[src/sv/avi_pkg.sv]
`timescale 1ns / 1ps
// ----------------------------------------------------------------------------
// avi_pkg: shared types and constants
// Sample, queue entry and result layouts plus configuration register codes
// for the accelerometer velocity integrator.
// ----------------------------------------------------------------------------
package avi_pkg;

    localparam int NUM_AXES   = 3;
    localparam int CFG_IDX_W  = 3;
    localparam int CFG_DATA_W = 16;

    typedef logic [CFG_IDX_W-1:0]  cfg_index_t;
    typedef logic [CFG_DATA_W-1:0] cfg_data_t;

    // configuration register codes
    localparam cfg_index_t REG_BIAS_X = 3'd0;
    localparam cfg_index_t REG_BIAS_Y = 3'd1;
    localparam cfg_index_t REG_BIAS_Z = 3'd2;
    localparam cfg_index_t REG_DEAD_X = 3'd3;
    localparam cfg_index_t REG_DEAD_Y = 3'd4;
    localparam cfg_index_t REG_DEAD_Z = 3'd5;
    localparam cfg_index_t REG_WEIGHT = 3'd6;

    localparam logic [8:0] WEIGHT_RESET = 9'd205;
    localparam logic [8:0] WEIGHT_MAX   = 9'd256;

    // one raw sample request
    typedef struct packed {
        logic signed [15:0] accel_x;
        logic signed [15:0] accel_y;
        logic signed [15:0] accel_z;
        logic        [15:0] elapsed_ms;
    } avi_sample_t;

    // classified sample after dead band and bias
    typedef struct packed {
        logic signed [15:0] d_x;
        logic signed [15:0] d_y;
        logic signed [15:0] d_z;
        logic        [15:0] ms;
    } avi_item_t;

    // one result request
    typedef struct packed {
        logic signed [15:0] filt_out_x;
        logic signed [15:0] filt_out_y;
        logic signed [15:0] filt_out_z;
        logic signed [31:0] vel_out_x;
        logic signed [31:0] vel_out_y;
        logic signed [31:0] vel_out_z;
        logic        [31:0] speed;
    } avi_result_t;

endpackage

[src/sv/avi_front.sv]
`timescale 1ns / 1ps
// ----------------------------------------------------------------------------
// avi_front: configuration registers and sample classification
// Holds bias, dead band and weight registers; applies the dead band and
// saturating bias subtraction to each incoming sample.
// ----------------------------------------------------------------------------
module avi_front
    import avi_pkg::*;
(
    input  logic        clk,
    input  logic        rst_n,
    input  logic        cfg_valid,
    output logic        cfg_ready,
    input  cfg_index_t  cfg_index,
    input  cfg_data_t   cfg_data,
    input  avi_sample_t sample,
    output avi_item_t   item,
    output logic [8:0]  weight
);

    logic signed [15:0] bias_reg [NUM_AXES];
    logic        [14:0] dead_reg [NUM_AXES];
    logic        [8:0]  weight_reg;
    logic signed [15:0] accel [NUM_AXES];
    logic signed [15:0] d_val [NUM_AXES];

    assign cfg_ready = 1'b1;

    // register writes, unknown codes ignored
    always_ff @(posedge clk or negedge rst_n)
    begin
        if (!rst_n)
        begin
            for (int i = 0; i < NUM_AXES; i++)
            begin
                bias_reg[i] <= '0;
                dead_reg[i] <= '0;
            end
            weight_reg <= WEIGHT_RESET;
        end
        else if (cfg_valid)
        begin
            case (cfg_index)
                REG_BIAS_X: bias_reg[0] <= cfg_data;
                REG_BIAS_Y: bias_reg[1] <= cfg_data;
                REG_BIAS_Z: bias_reg[2] <= cfg_data;
                REG_DEAD_X: dead_reg[0] <= cfg_data[14:0];
                REG_DEAD_Y: dead_reg[1] <= cfg_data[14:0];
                REG_DEAD_Z: dead_reg[2] <= cfg_data[14:0];
                REG_WEIGHT: weight_reg  <= cfg_data[8:0];
                default:    ;
            endcase
        end
    end

    // weights above one hold the filter
    assign weight = (weight_reg > WEIGHT_MAX) ? WEIGHT_MAX : weight_reg;

    assign accel[0] = sample.accel_x;
    assign accel[1] = sample.accel_y;
    assign accel[2] = sample.accel_z;

    // dead band and saturating bias subtraction per axis
    always_comb
    begin
        logic [16:0] mag;
        logic [16:0] diff;
        for (int i = 0; i < NUM_AXES; i++)
        begin
            mag  = accel[i][15] ? (17'd0 - {accel[i][15], accel[i]})
                                : {1'b0, accel[i]};
            diff = {accel[i][15], accel[i]} - {bias_reg[i][15], bias_reg[i]};
            if (mag <= {2'b00, dead_reg[i]})
                d_val[i] = '0;
            else if (diff[16] != diff[15])
                d_val[i] = diff[16] ? 16'sh8000 : 16'sh7fff;
            else
                d_val[i] = diff[15:0];
        end
    end

    assign item.d_x = d_val[0];
    assign item.d_y = d_val[1];
    assign item.d_z = d_val[2];
    assign item.ms  = sample.elapsed_ms;

endmodule

[src/sv/avi_queue.sv]
`timescale 1ns / 1ps
// ----------------------------------------------------------------------------
// avi_queue: short queue between front and back
// Holds classified samples so the input side keeps taking requests while
// the back end is busy or its result is stalled.
// ----------------------------------------------------------------------------
module avi_queue
    import avi_pkg::*;
#(
    parameter int DEPTH = 2
)
(
    input  logic      clk,
    input  logic      rst_n,
    input  logic      push,
    input  avi_item_t wr_item,
    output logic      full,
    input  logic      rd_pop,
    output logic      rd_valid,
    output avi_item_t rd_item
);

    localparam int PTR_W = (DEPTH > 1) ? $clog2(DEPTH) : 1;
    localparam int CNT_W = $clog2(DEPTH + 1);
    localparam logic [PTR_W-1:0] LAST_PTR = PTR_W'(DEPTH - 1);
    localparam logic [CNT_W-1:0] FULL_CNT = CNT_W'(DEPTH);

    avi_item_t        slot_reg [DEPTH];
    logic [PTR_W-1:0] wr_ptr_reg;
    logic [PTR_W-1:0] rd_ptr_reg;
    logic [CNT_W-1:0] count_reg;
    logic             do_wr;
    logic             do_rd;

    assign full     = (count_reg == FULL_CNT);
    assign rd_valid = (count_reg != '0);
    assign do_wr    = push && !full;
    assign do_rd    = rd_pop && rd_valid;
    assign rd_item  = slot_reg[rd_ptr_reg];

    // storage
    always_ff @(posedge clk)
    begin
        if (do_wr)
            slot_reg[wr_ptr_reg] <= wr_item;
    end

    // pointers and fill count
    always_ff @(posedge clk or negedge rst_n)
    begin
        if (!rst_n)
        begin
            wr_ptr_reg <= '0;
            rd_ptr_reg <= '0;
            count_reg  <= '0;
        end
        else
        begin
            if (do_wr)
                wr_ptr_reg <= (wr_ptr_reg == LAST_PTR) ? '0 : wr_ptr_reg + 1'b1;
            if (do_rd)
                rd_ptr_reg <= (rd_ptr_reg == LAST_PTR) ? '0 : rd_ptr_reg + 1'b1;
            if (do_wr && !do_rd)
                count_reg <= count_reg + 1'b1;
            else if (do_rd && !do_wr)
                count_reg <= count_reg - 1'b1;
        end
    end

endmodule

[src/sv/avi_back.sv]
`timescale 1ns / 1ps
// ----------------------------------------------------------------------------
// avi_back: filter, integration and speed sequencer
// Runs the low-pass filter and trapezoid integration axis by axis on one
// shared multiplier, then a bit-serial square root, and holds the result.
// ----------------------------------------------------------------------------
module avi_back
    import avi_pkg::*;
(
    input  logic        clk,
    input  logic        rst_n,
    input  logic [8:0]  weight,
    input  logic        q_valid,
    input  avi_item_t   q_item,
    output logic        q_pop,
    output logic        empty,
    input  logic        pop,
    output avi_result_t result
);

    typedef enum logic [3:0] {
        ST_IDLE,
        ST_MUL_W,
        ST_MUL_D,
        ST_FNEW,
        ST_FSUM,
        ST_MUL_T,
        ST_VEL,
        ST_SQ,
        ST_SUM,
        ST_ROOT,
        ST_DONE
    } state_t;

    state_t             state_reg;
    logic [1:0]         axis_reg;
    logic [4:0]         iter_reg;
    avi_item_t          item_reg;
    logic signed [23:0] filt_reg [NUM_AXES];
    logic signed [31:0] vel_reg  [NUM_AXES];
    logic signed [65:0] prod_reg;
    logic signed [24:0] acc_reg;
    logic signed [23:0] fnew_reg;
    logic signed [24:0] fsum_reg;
    logic        [63:0] sumsq_reg;
    logic               sq_pend_reg;
    logic        [33:0] rem_reg;
    logic        [31:0] root_reg;
    avi_result_t        result_reg;
    logic               res_valid_reg;
    logic               res_valid_next;

    logic signed [32:0] mul_a;
    logic signed [32:0] mul_b;
    logic signed [65:0] prod_comb;
    logic signed [65:0] prod_sh8;
    logic signed [65:0] prod_sh9;
    logic signed [15:0] d_sel;
    logic signed [23:0] f_old;
    logic signed [31:0] v_old;
    logic        [9:0]  w_comp;
    logic        [25:0] fnew_sum;
    logic        [24:0] fsum_sum;
    logic        [33:0] vsum;
    logic signed [31:0] vsat;
    logic        [35:0] rem_sh;
    logic        [35:0] trial;
    logic        [35:0] rem_sub;
    logic               load_res;

    // per-axis operand selection
    always_comb
    begin
        case (axis_reg)
            2'd0:    d_sel = item_reg.d_x;
            2'd1:    d_sel = item_reg.d_y;
            default: d_sel = item_reg.d_z;
        endcase
    end

    assign f_old  = filt_reg[axis_reg];
    assign v_old  = vel_reg[axis_reg];
    assign w_comp = 10'd256 - {1'b0, weight};

    // shared multiplier operands
    always_comb
    begin
        mul_a = '0;
        mul_b = '0;
        case (state_reg)
            ST_MUL_W:
            begin
                mul_a = {24'd0, weight};
                mul_b = {{9{f_old[23]}}, f_old};
            end
            ST_MUL_D:
            begin
                mul_a = {23'd0, w_comp};
                mul_b = {{17{d_sel[15]}}, d_sel};
            end
            ST_MUL_T:
            begin
                mul_a = {{8{fsum_reg[24]}}, fsum_reg};
                mul_b = {17'd0, item_reg.ms};
            end
            ST_SQ:
            begin
                mul_a = {v_old[31], v_old};
                mul_b = {v_old[31], v_old};
            end
            default: ;
        endcase
    end

    assign prod_comb = mul_a * mul_b;
    assign prod_sh8  = prod_reg >>> 8;
    assign prod_sh9  = prod_reg >>> 9;

    // floor(w*f/256) + (256-w)*d, exact split of the Q8 update
    assign fnew_sum = {acc_reg[24], acc_reg} + prod_reg[25:0];
    assign fsum_sum = {fnew_reg[23], fnew_reg} + {f_old[23], f_old};

    // velocity step with 32 bit saturation
    assign vsum = {{2{v_old[31]}}, v_old} + {prod_sh9[32], prod_sh9[32:0]};
    assign vsat = (vsum[33:31] == 3'b000 || vsum[33:31] == 3'b111) ? vsum[31:0]
                : (vsum[33] ? 32'sh8000_0000 : 32'sh7fff_ffff);

    // one root bit per iteration
    assign rem_sh  = {rem_reg, sumsq_reg[63:62]};
    assign trial   = {2'b00, root_reg, 2'b01};
    assign rem_sub = rem_sh - trial;

    assign q_pop    = (state_reg == ST_IDLE) && q_valid;
    assign load_res = (state_reg == ST_DONE) && (!res_valid_reg || pop);

    always_comb
    begin
        res_valid_next = res_valid_reg;
        if (pop && res_valid_reg)
            res_valid_next = 1'b0;
        if (load_res)
            res_valid_next = 1'b1;
    end

    // sequencer and datapath registers
    always_ff @(posedge clk or negedge rst_n)
    begin
        if (!rst_n)
        begin
            state_reg     <= ST_IDLE;
            axis_reg      <= '0;
            iter_reg      <= '0;
            item_reg      <= '0;
            for (int i = 0; i < NUM_AXES; i++)
            begin
                filt_reg[i] <= '0;
                vel_reg[i]  <= '0;
            end
            prod_reg      <= '0;
            acc_reg       <= '0;
            fnew_reg      <= '0;
            fsum_reg      <= '0;
            sumsq_reg     <= '0;
            sq_pend_reg   <= 1'b0;
            rem_reg       <= '0;
            root_reg      <= '0;
            result_reg    <= '0;
            res_valid_reg <= 1'b0;
        end
        else
        begin
            res_valid_reg <= res_valid_next;
            prod_reg      <= prod_comb;
            // square of the previous axis folds in the cycle after its ST_SQ state
            if (sq_pend_reg)
            begin
                sumsq_reg   <= sumsq_reg + prod_reg[63:0];
                sq_pend_reg <= 1'b0;
            end
            case (state_reg)
                ST_IDLE:
                begin
                    if (q_valid)
                    begin
                        item_reg  <= q_item;
                        axis_reg  <= '0;
                        sumsq_reg <= '0;
                        state_reg <= ST_MUL_W;
                    end
                end
                ST_MUL_W: state_reg <= ST_MUL_D;
                ST_MUL_D:
                begin
                    acc_reg   <= prod_sh8[24:0];
                    state_reg <= ST_FNEW;
                end
                ST_FNEW:
                begin
                    fnew_reg  <= fnew_sum[23:0];
                    state_reg <= ST_FSUM;
                end
                ST_FSUM:
                begin
                    fsum_reg           <= fsum_sum;
                    filt_reg[axis_reg] <= fnew_reg;
                    state_reg          <= ST_MUL_T;
                end
                ST_MUL_T: state_reg <= ST_VEL;
                ST_VEL:
                begin
                    vel_reg[axis_reg] <= vsat;
                    state_reg         <= ST_SQ;
                end
                ST_SQ:
                begin
                    sq_pend_reg <= 1'b1;
                    if (axis_reg == 2'd2)
                        state_reg <= ST_SUM;
                    else
                    begin
                        axis_reg  <= axis_reg + 2'd1;
                        state_reg <= ST_MUL_W;
                    end
                end
                ST_SUM:
                begin
                    rem_reg   <= '0;
                    root_reg  <= '0;
                    iter_reg  <= '0;
                    state_reg <= ST_ROOT;
                end
                ST_ROOT:
                begin
                    sumsq_reg <= {sumsq_reg[61:0], 2'b00};
                    if (rem_sh >= trial)
                    begin
                        rem_reg  <= rem_sub[33:0];
                        root_reg <= {root_reg[30:0], 1'b1};
                    end
                    else
                    begin
                        rem_reg  <= rem_sh[33:0];
                        root_reg <= {root_reg[30:0], 1'b0};
                    end
                    iter_reg <= iter_reg + 5'd1;
                    if (iter_reg == 5'd31)
                        state_reg <= ST_DONE;
                end
                ST_DONE:
                begin
                    if (load_res)
                    begin
                        result_reg.filt_out_x <= filt_reg[0][23:8];
                        result_reg.filt_out_y <= filt_reg[1][23:8];
                        result_reg.filt_out_z <= filt_reg[2][23:8];
                        result_reg.vel_out_x  <= vel_reg[0];
                        result_reg.vel_out_y  <= vel_reg[1];
                        result_reg.vel_out_z  <= vel_reg[2];
                        result_reg.speed      <= root_reg;
                        state_reg             <= ST_IDLE;
                    end
                end
                default: state_reg <= ST_IDLE;
            endcase
        end
    end

    assign empty  = !res_valid_reg;
    assign result = result_reg;

    // axis counter stays within the three axes
    assert property (@(posedge clk) disable iff (!rst_n) axis_reg != 2'd3)
        else $error("axis counter out of range");

    // all squares are folded in before the root starts
    assert property (@(posedge clk) disable iff (!rst_n)
        (state_reg == ST_ROOT) |-> !sq_pend_reg)
        else $error("square pending during root");

    // a held result stalls the sequencer
    assert property (@(posedge clk) disable iff (!rst_n)
        (state_reg == ST_DONE && res_valid_reg && !pop) |=> state_reg == ST_DONE)
        else $error("sequencer left done with output occupied");

    // a loaded result shows up and the sequencer returns to idle
    assert property (@(posedge clk) disable iff (!rst_n)
        load_res |=> (res_valid_reg && state_reg == ST_IDLE))
        else $error("result load lost");

    // new items are taken only from idle
    assert property (@(posedge clk) disable iff (!rst_n)
        (state_reg != ST_IDLE) |-> !q_pop)
        else $error("queue popped while busy");

endmodule

[src/sv/accel_velocity_integrator.sv]
`timescale 1ns / 1ps
// ----------------------------------------------------------------------------
// accel_velocity_integrator: three-axis acceleration to velocity
// Dead band, bias removal, Q8 low-pass filter, trapezoid integration and
// speed magnitude for one accelerometer sample per request.
// ----------------------------------------------------------------------------
// Usage:
//   Samples enter on push/full; a request is taken when push is high and
//   full is low. Results leave on empty/pop; the oldest result sits on the
//   result port while empty is low and is taken when pop is high.
//   Registers are written over cfg_valid/cfg_ready (always ready) while the
//   block is idle; the user must ensure this, the block does not enforce it.
// Sequence:
//   The back end loads the sample in ST_IDLE, then for each axis runs
//   ST_MUL_W, ST_MUL_D, ST_FNEW, ST_FSUM, ST_MUL_T, ST_VEL and ST_SQ on
//   one shared 33x33 multiplier, finishes the sum of squares in ST_SUM,
//   runs the bit-serial square root in ST_ROOT and hands off the result
//   in ST_DONE. It takes a new sample only from ST_IDLE.
// Reset and stall:
//   Reset clears filter and velocity state, registers (weight to 205) and
//   the queue. While a result waits, QUEUE_DEPTH + 1 further samples are
//   still taken; after that full stays high until pop frees the output.
// ----------------------------------------------------------------------------
module accel_velocity_integrator
    import avi_pkg::*;
#(
    parameter int QUEUE_DEPTH = 2
)
(
    input  logic        clk,
    input  logic        rst_n,
    input  logic        cfg_valid,
    output logic        cfg_ready,
    input  cfg_index_t  cfg_index,
    input  cfg_data_t   cfg_data,
    input  logic        push,
    output logic        full,
    input  avi_sample_t sample,
    output logic        empty,
    input  logic        pop,
    output avi_result_t result
);

    avi_item_t  front_item;
    avi_item_t  q_item;
    logic [8:0] weight;
    logic       q_valid;
    logic       q_pop;

    // configuration and classification
    avi_front u_front (
        .clk       (clk),
        .rst_n     (rst_n),
        .cfg_valid (cfg_valid),
        .cfg_ready (cfg_ready),
        .cfg_index (cfg_index),
        .cfg_data  (cfg_data),
        .sample    (sample),
        .item      (front_item),
        .weight    (weight)
    );

    // decoupling queue
    avi_queue #(
        .DEPTH (QUEUE_DEPTH)
    ) u_queue (
        .clk      (clk),
        .rst_n    (rst_n),
        .push     (push),
        .wr_item  (front_item),
        .full     (full),
        .rd_pop   (q_pop),
        .rd_valid (q_valid),
        .rd_item  (q_item)
    );

    // filter, integration and speed
    avi_back u_back (
        .clk     (clk),
        .rst_n   (rst_n),
        .weight  (weight),
        .q_valid (q_valid),
        .q_item  (q_item),
        .q_pop   (q_pop),
        .empty   (empty),
        .pop     (pop),
        .result  (result)
    );

endmodule

[config.mk]
export PLATFORM = sky130hd
export DESIGN_NAME = accel_velocity_integrator
export DESIGN_NICKNAME = d
export VERILOG_FILES = /design/src/sv/avi_pkg.sv /design/src/sv/avi_front.sv /design/src/sv/avi_queue.sv /design/src/sv/avi_back.sv /design/src/sv/accel_velocity_integrator.sv
export SDC_FILE = /design/constraint.sdc
export NUM_CORES = 2
export LEC_CHECK = 0
export CAP_MARGIN = 20
export CORE_UTILIZATION = 35
export DETAILED_ROUTE_END_ITERATION = 6
export DONT_BUFFER_PORTS = 1
export GPL_ROUTABILITY_DRIVEN = 0
export PLACE_DENSITY_LB_ADDON = 0.15
export SETUP_SLACK_MARGIN = 0.3
export SLEW_MARGIN = 20
export SYNTH_ARGS = -nofsm -noshare
export SYNTH_HDL_FRONTEND = slang
export SYNTH_HIERARCHICAL = 1
export SYNTH_SLANG_ARGS = --single-unit
[constraint.sdc]
create_clock -name clk -period 25.9 [get_ports clk]
set_input_delay 1.295 -clock clk [delete_from_list [all_inputs] [get_ports clk]]
set_output_delay 1.295 -clock clk [all_outputs]
set_load 0.03 [all_outputs]
==> metrics.cfg <==
[worst_setup_path]
cpPeakStageDelay_ns = 0.88
cp.buffers_inverters = 5
worstPathMaxFanout = 36
cpMostUsedCell = fa_1
critPathKind = flop to flop
critPathCaptureType = flop
crit_family = adder cells
crit_path_top_delay_cell = ha_1
cp.required_ns = 26.57
start_kind = flop
cp.arrival_ns = 12.73

[job]
max_cap_violations = 0

[sta]
final.setup.tns_ns = 0
slew-limit-headroom = 0.2267
fin_skew_ns = 0.06669
hold_viol = 0
maxSlewViolCount = 0
tightest_slew_ns = 1.160
period_needed_ns = 12.06
worst_slack_ns = 13.84
finalCritPeriodShare = 0.4655
max_freq_ghz = 0.08295
rsz0062_at_grt = false
setup_viol = 0

[global_route]
grt_pass1_wl_um = 431800
grt.total_usage = 0.2326
grt_pass1_vias = 65820
antenna_found_initial = 23
grt_max_degree = 795
grt-ovfl-total = 0

[floorplanning]
initial_core_util = 0.3530
die_w_um = 497.8
rows = 181
die_area_um2 = 247800
fp.coreArea_um2 = 243700
die_h_um = 497.8
ios = 267

[synthesis]
ys.flop_type = dfrtp_1
seq_area_frac_synth = 0.2757
synth.largest_area_cell = fa_1
syn_nets = 10549
netlist_instances = 8857
netlist_area_um2 = 86020
ys_ff_latch = 922
yosys-top-cells-count = inv_1 (1309), nand2_1 (1210), fa_1 (1112)
synth_area_per_cell_um2 = 9.712
synthMostInstantiatedCell = inv_1
ys_types = 96
synth_edf_count = 128
synth_top_area_share = 0.2588
yosys_warnings = 6
ys_async_sr_fraction = 0.8612
synthTopCellsByArea = fa_1 (26%), dfrtp_1 (23%), ha_1 (7.2%)

[place]
place_ws_ns = 13.97
place_hpwl_um = 219600
port_buffers = 0

[drt]
routed_wl_um = 287700
dr.first_iter.drc_count = 4390
vias = 62853
vias_per_cell = 5.242
ant_nets = 0
firstDrtPassIters = 6
wl_per_cell_um = 24.00
drcViolationCount = 0

[power]
power.density_nw_per_um2 = 38.33
vdd_drop_max_uv = 50.87
total_leakage_power_nw = 45.85

[outcome]
outcome = finished clean

[hold_path]
hp-class = input pin to async pin

[finish]
area_growth_pct = 8.372
final-seq-area_um2 = 23730
drive_gt1_frac = 0.09247
layout.nets = 10388
multiInputGateArea_um2 = 55940
nFillCells = 24315
largest_reg_flops = 176

[clock_network]
clkLatencyLatePin_ns = 0.77
cts_buffers = 101
cts_htree_levels = 3
hold_buffers = 0
clk_pin_slew_ns = 0.06
post_cts_buffers = 0
ctsResizeCount = 0
cts_root_buffer = clkbuf_16
tritoncts = built
clock_path_buffers = 3
clock_sinks = 922

-- per-stage QoR --
stage | area (um2) | hold WS, ns | cells | utilization | power [W]
after floorplan | 86020 | 0.4438 | 8857 | - | 0.001981
after global placement | 89590 | 0.4557 | 11789 | 0.3677 | 0.002063
after detailed placement | 89610 | 0.4672 | 11790 | 0.3677 | 0.002071
after CTS | 93060 | 0.2186 | 11978 | 0.3819 | 0.003601
after global routing | 93220 | 0.1850 | 11987 | 0.3825 | 0.003739
final | 93220 | 0.2425 | 11990 | 0.3826 | 0.003574
-- final timing paths --
kind / slack, ns / end / from / cells past startpoint
min in group clk: 0.48 / u_back/iter_reg[4] / u_back/iter_reg[4] / 2
hold / removal: 0.24 / u_back/root_reg[11] / rst_n / 0
hold reg to reg: 0.48 / u_back/iter_reg[4] / u_back/iter_reg[4] / 2
setup reg to reg: 13.84 / u_back/prod_reg[61] / u_back/axis_reg[1] / 33
setup / recovery: 13.84 / u_back/prod_reg[61] / u_back/axis_reg[1] / 33
max in group asynchronous: 23.97 / u_front/bias_reg[28] / rst_n / 2
-- kinds of logic after synthesis --
logic type               Yosys count  share of synthesized area
XOR/XNOR                         304                    0.03095
AND/OR/NAND/NOR                 2375                     0.1171
AO/OA/AOI/OAI                   1441                     0.1036
other                              1                 0.00004359
buffers and inverters           1713                    0.07658
flip-flops                       922                     0.2757
adder cells (fa/ha/maj)         1604                     0.3303
multiplexers                     497                    0.06573
-- cell usage in the layout (no fill, tap or decap), drive strengths merged, types with 54 or more instances in the layout --
cell type	instances
a21o	175
a21oi	364
and2	54
buf	140
clkbuf	140
dfrtp	789
edfxtp	128
fa	1112
ha	492
inv	1316
mux2	393
mux2i	104
nand2	1211
nand2b	57
nand3	105
nor2	674
o21ai	542
xnor2	206
xor2	98
-- power breakdown --
group / internal, W / switching (W)
Clock: 0.000846 / 0.000661
Sequential: 0.00160 / 0.0000307
Combinational: 0.000179 / 0.000253
-- cell type report --
| type | instances | area share |
|---|---|---|
| multi-input cells | 6222 | 0.6001 |
| diodes | 7 | 0.0001879 |
| flip-flops and latches | 922 | 0.2546 |
| repair buffers | 140 | 0.01248 |
| inverters | 1309 | 0.05271 |
| well taps | 3202 | 0.04298 |
| clock inverters | 48 | 0.006603 |
| clock buffers | 140 | 0.03040 |
-- metal layers --
metal | GRT usage | wire length (um) | up-vias
met4 | 0.08688 | 11990 | 30
met3 | 0.04536 | 19680 | 500
met2 | 0.3825 | 134500 | 2095
li1 | - | - | 28220
met1 | 0.3019 | 121400 | 32008
met5 | 0 | 199 | -
No activity file was read; power rests on OpenSTA's default activity.
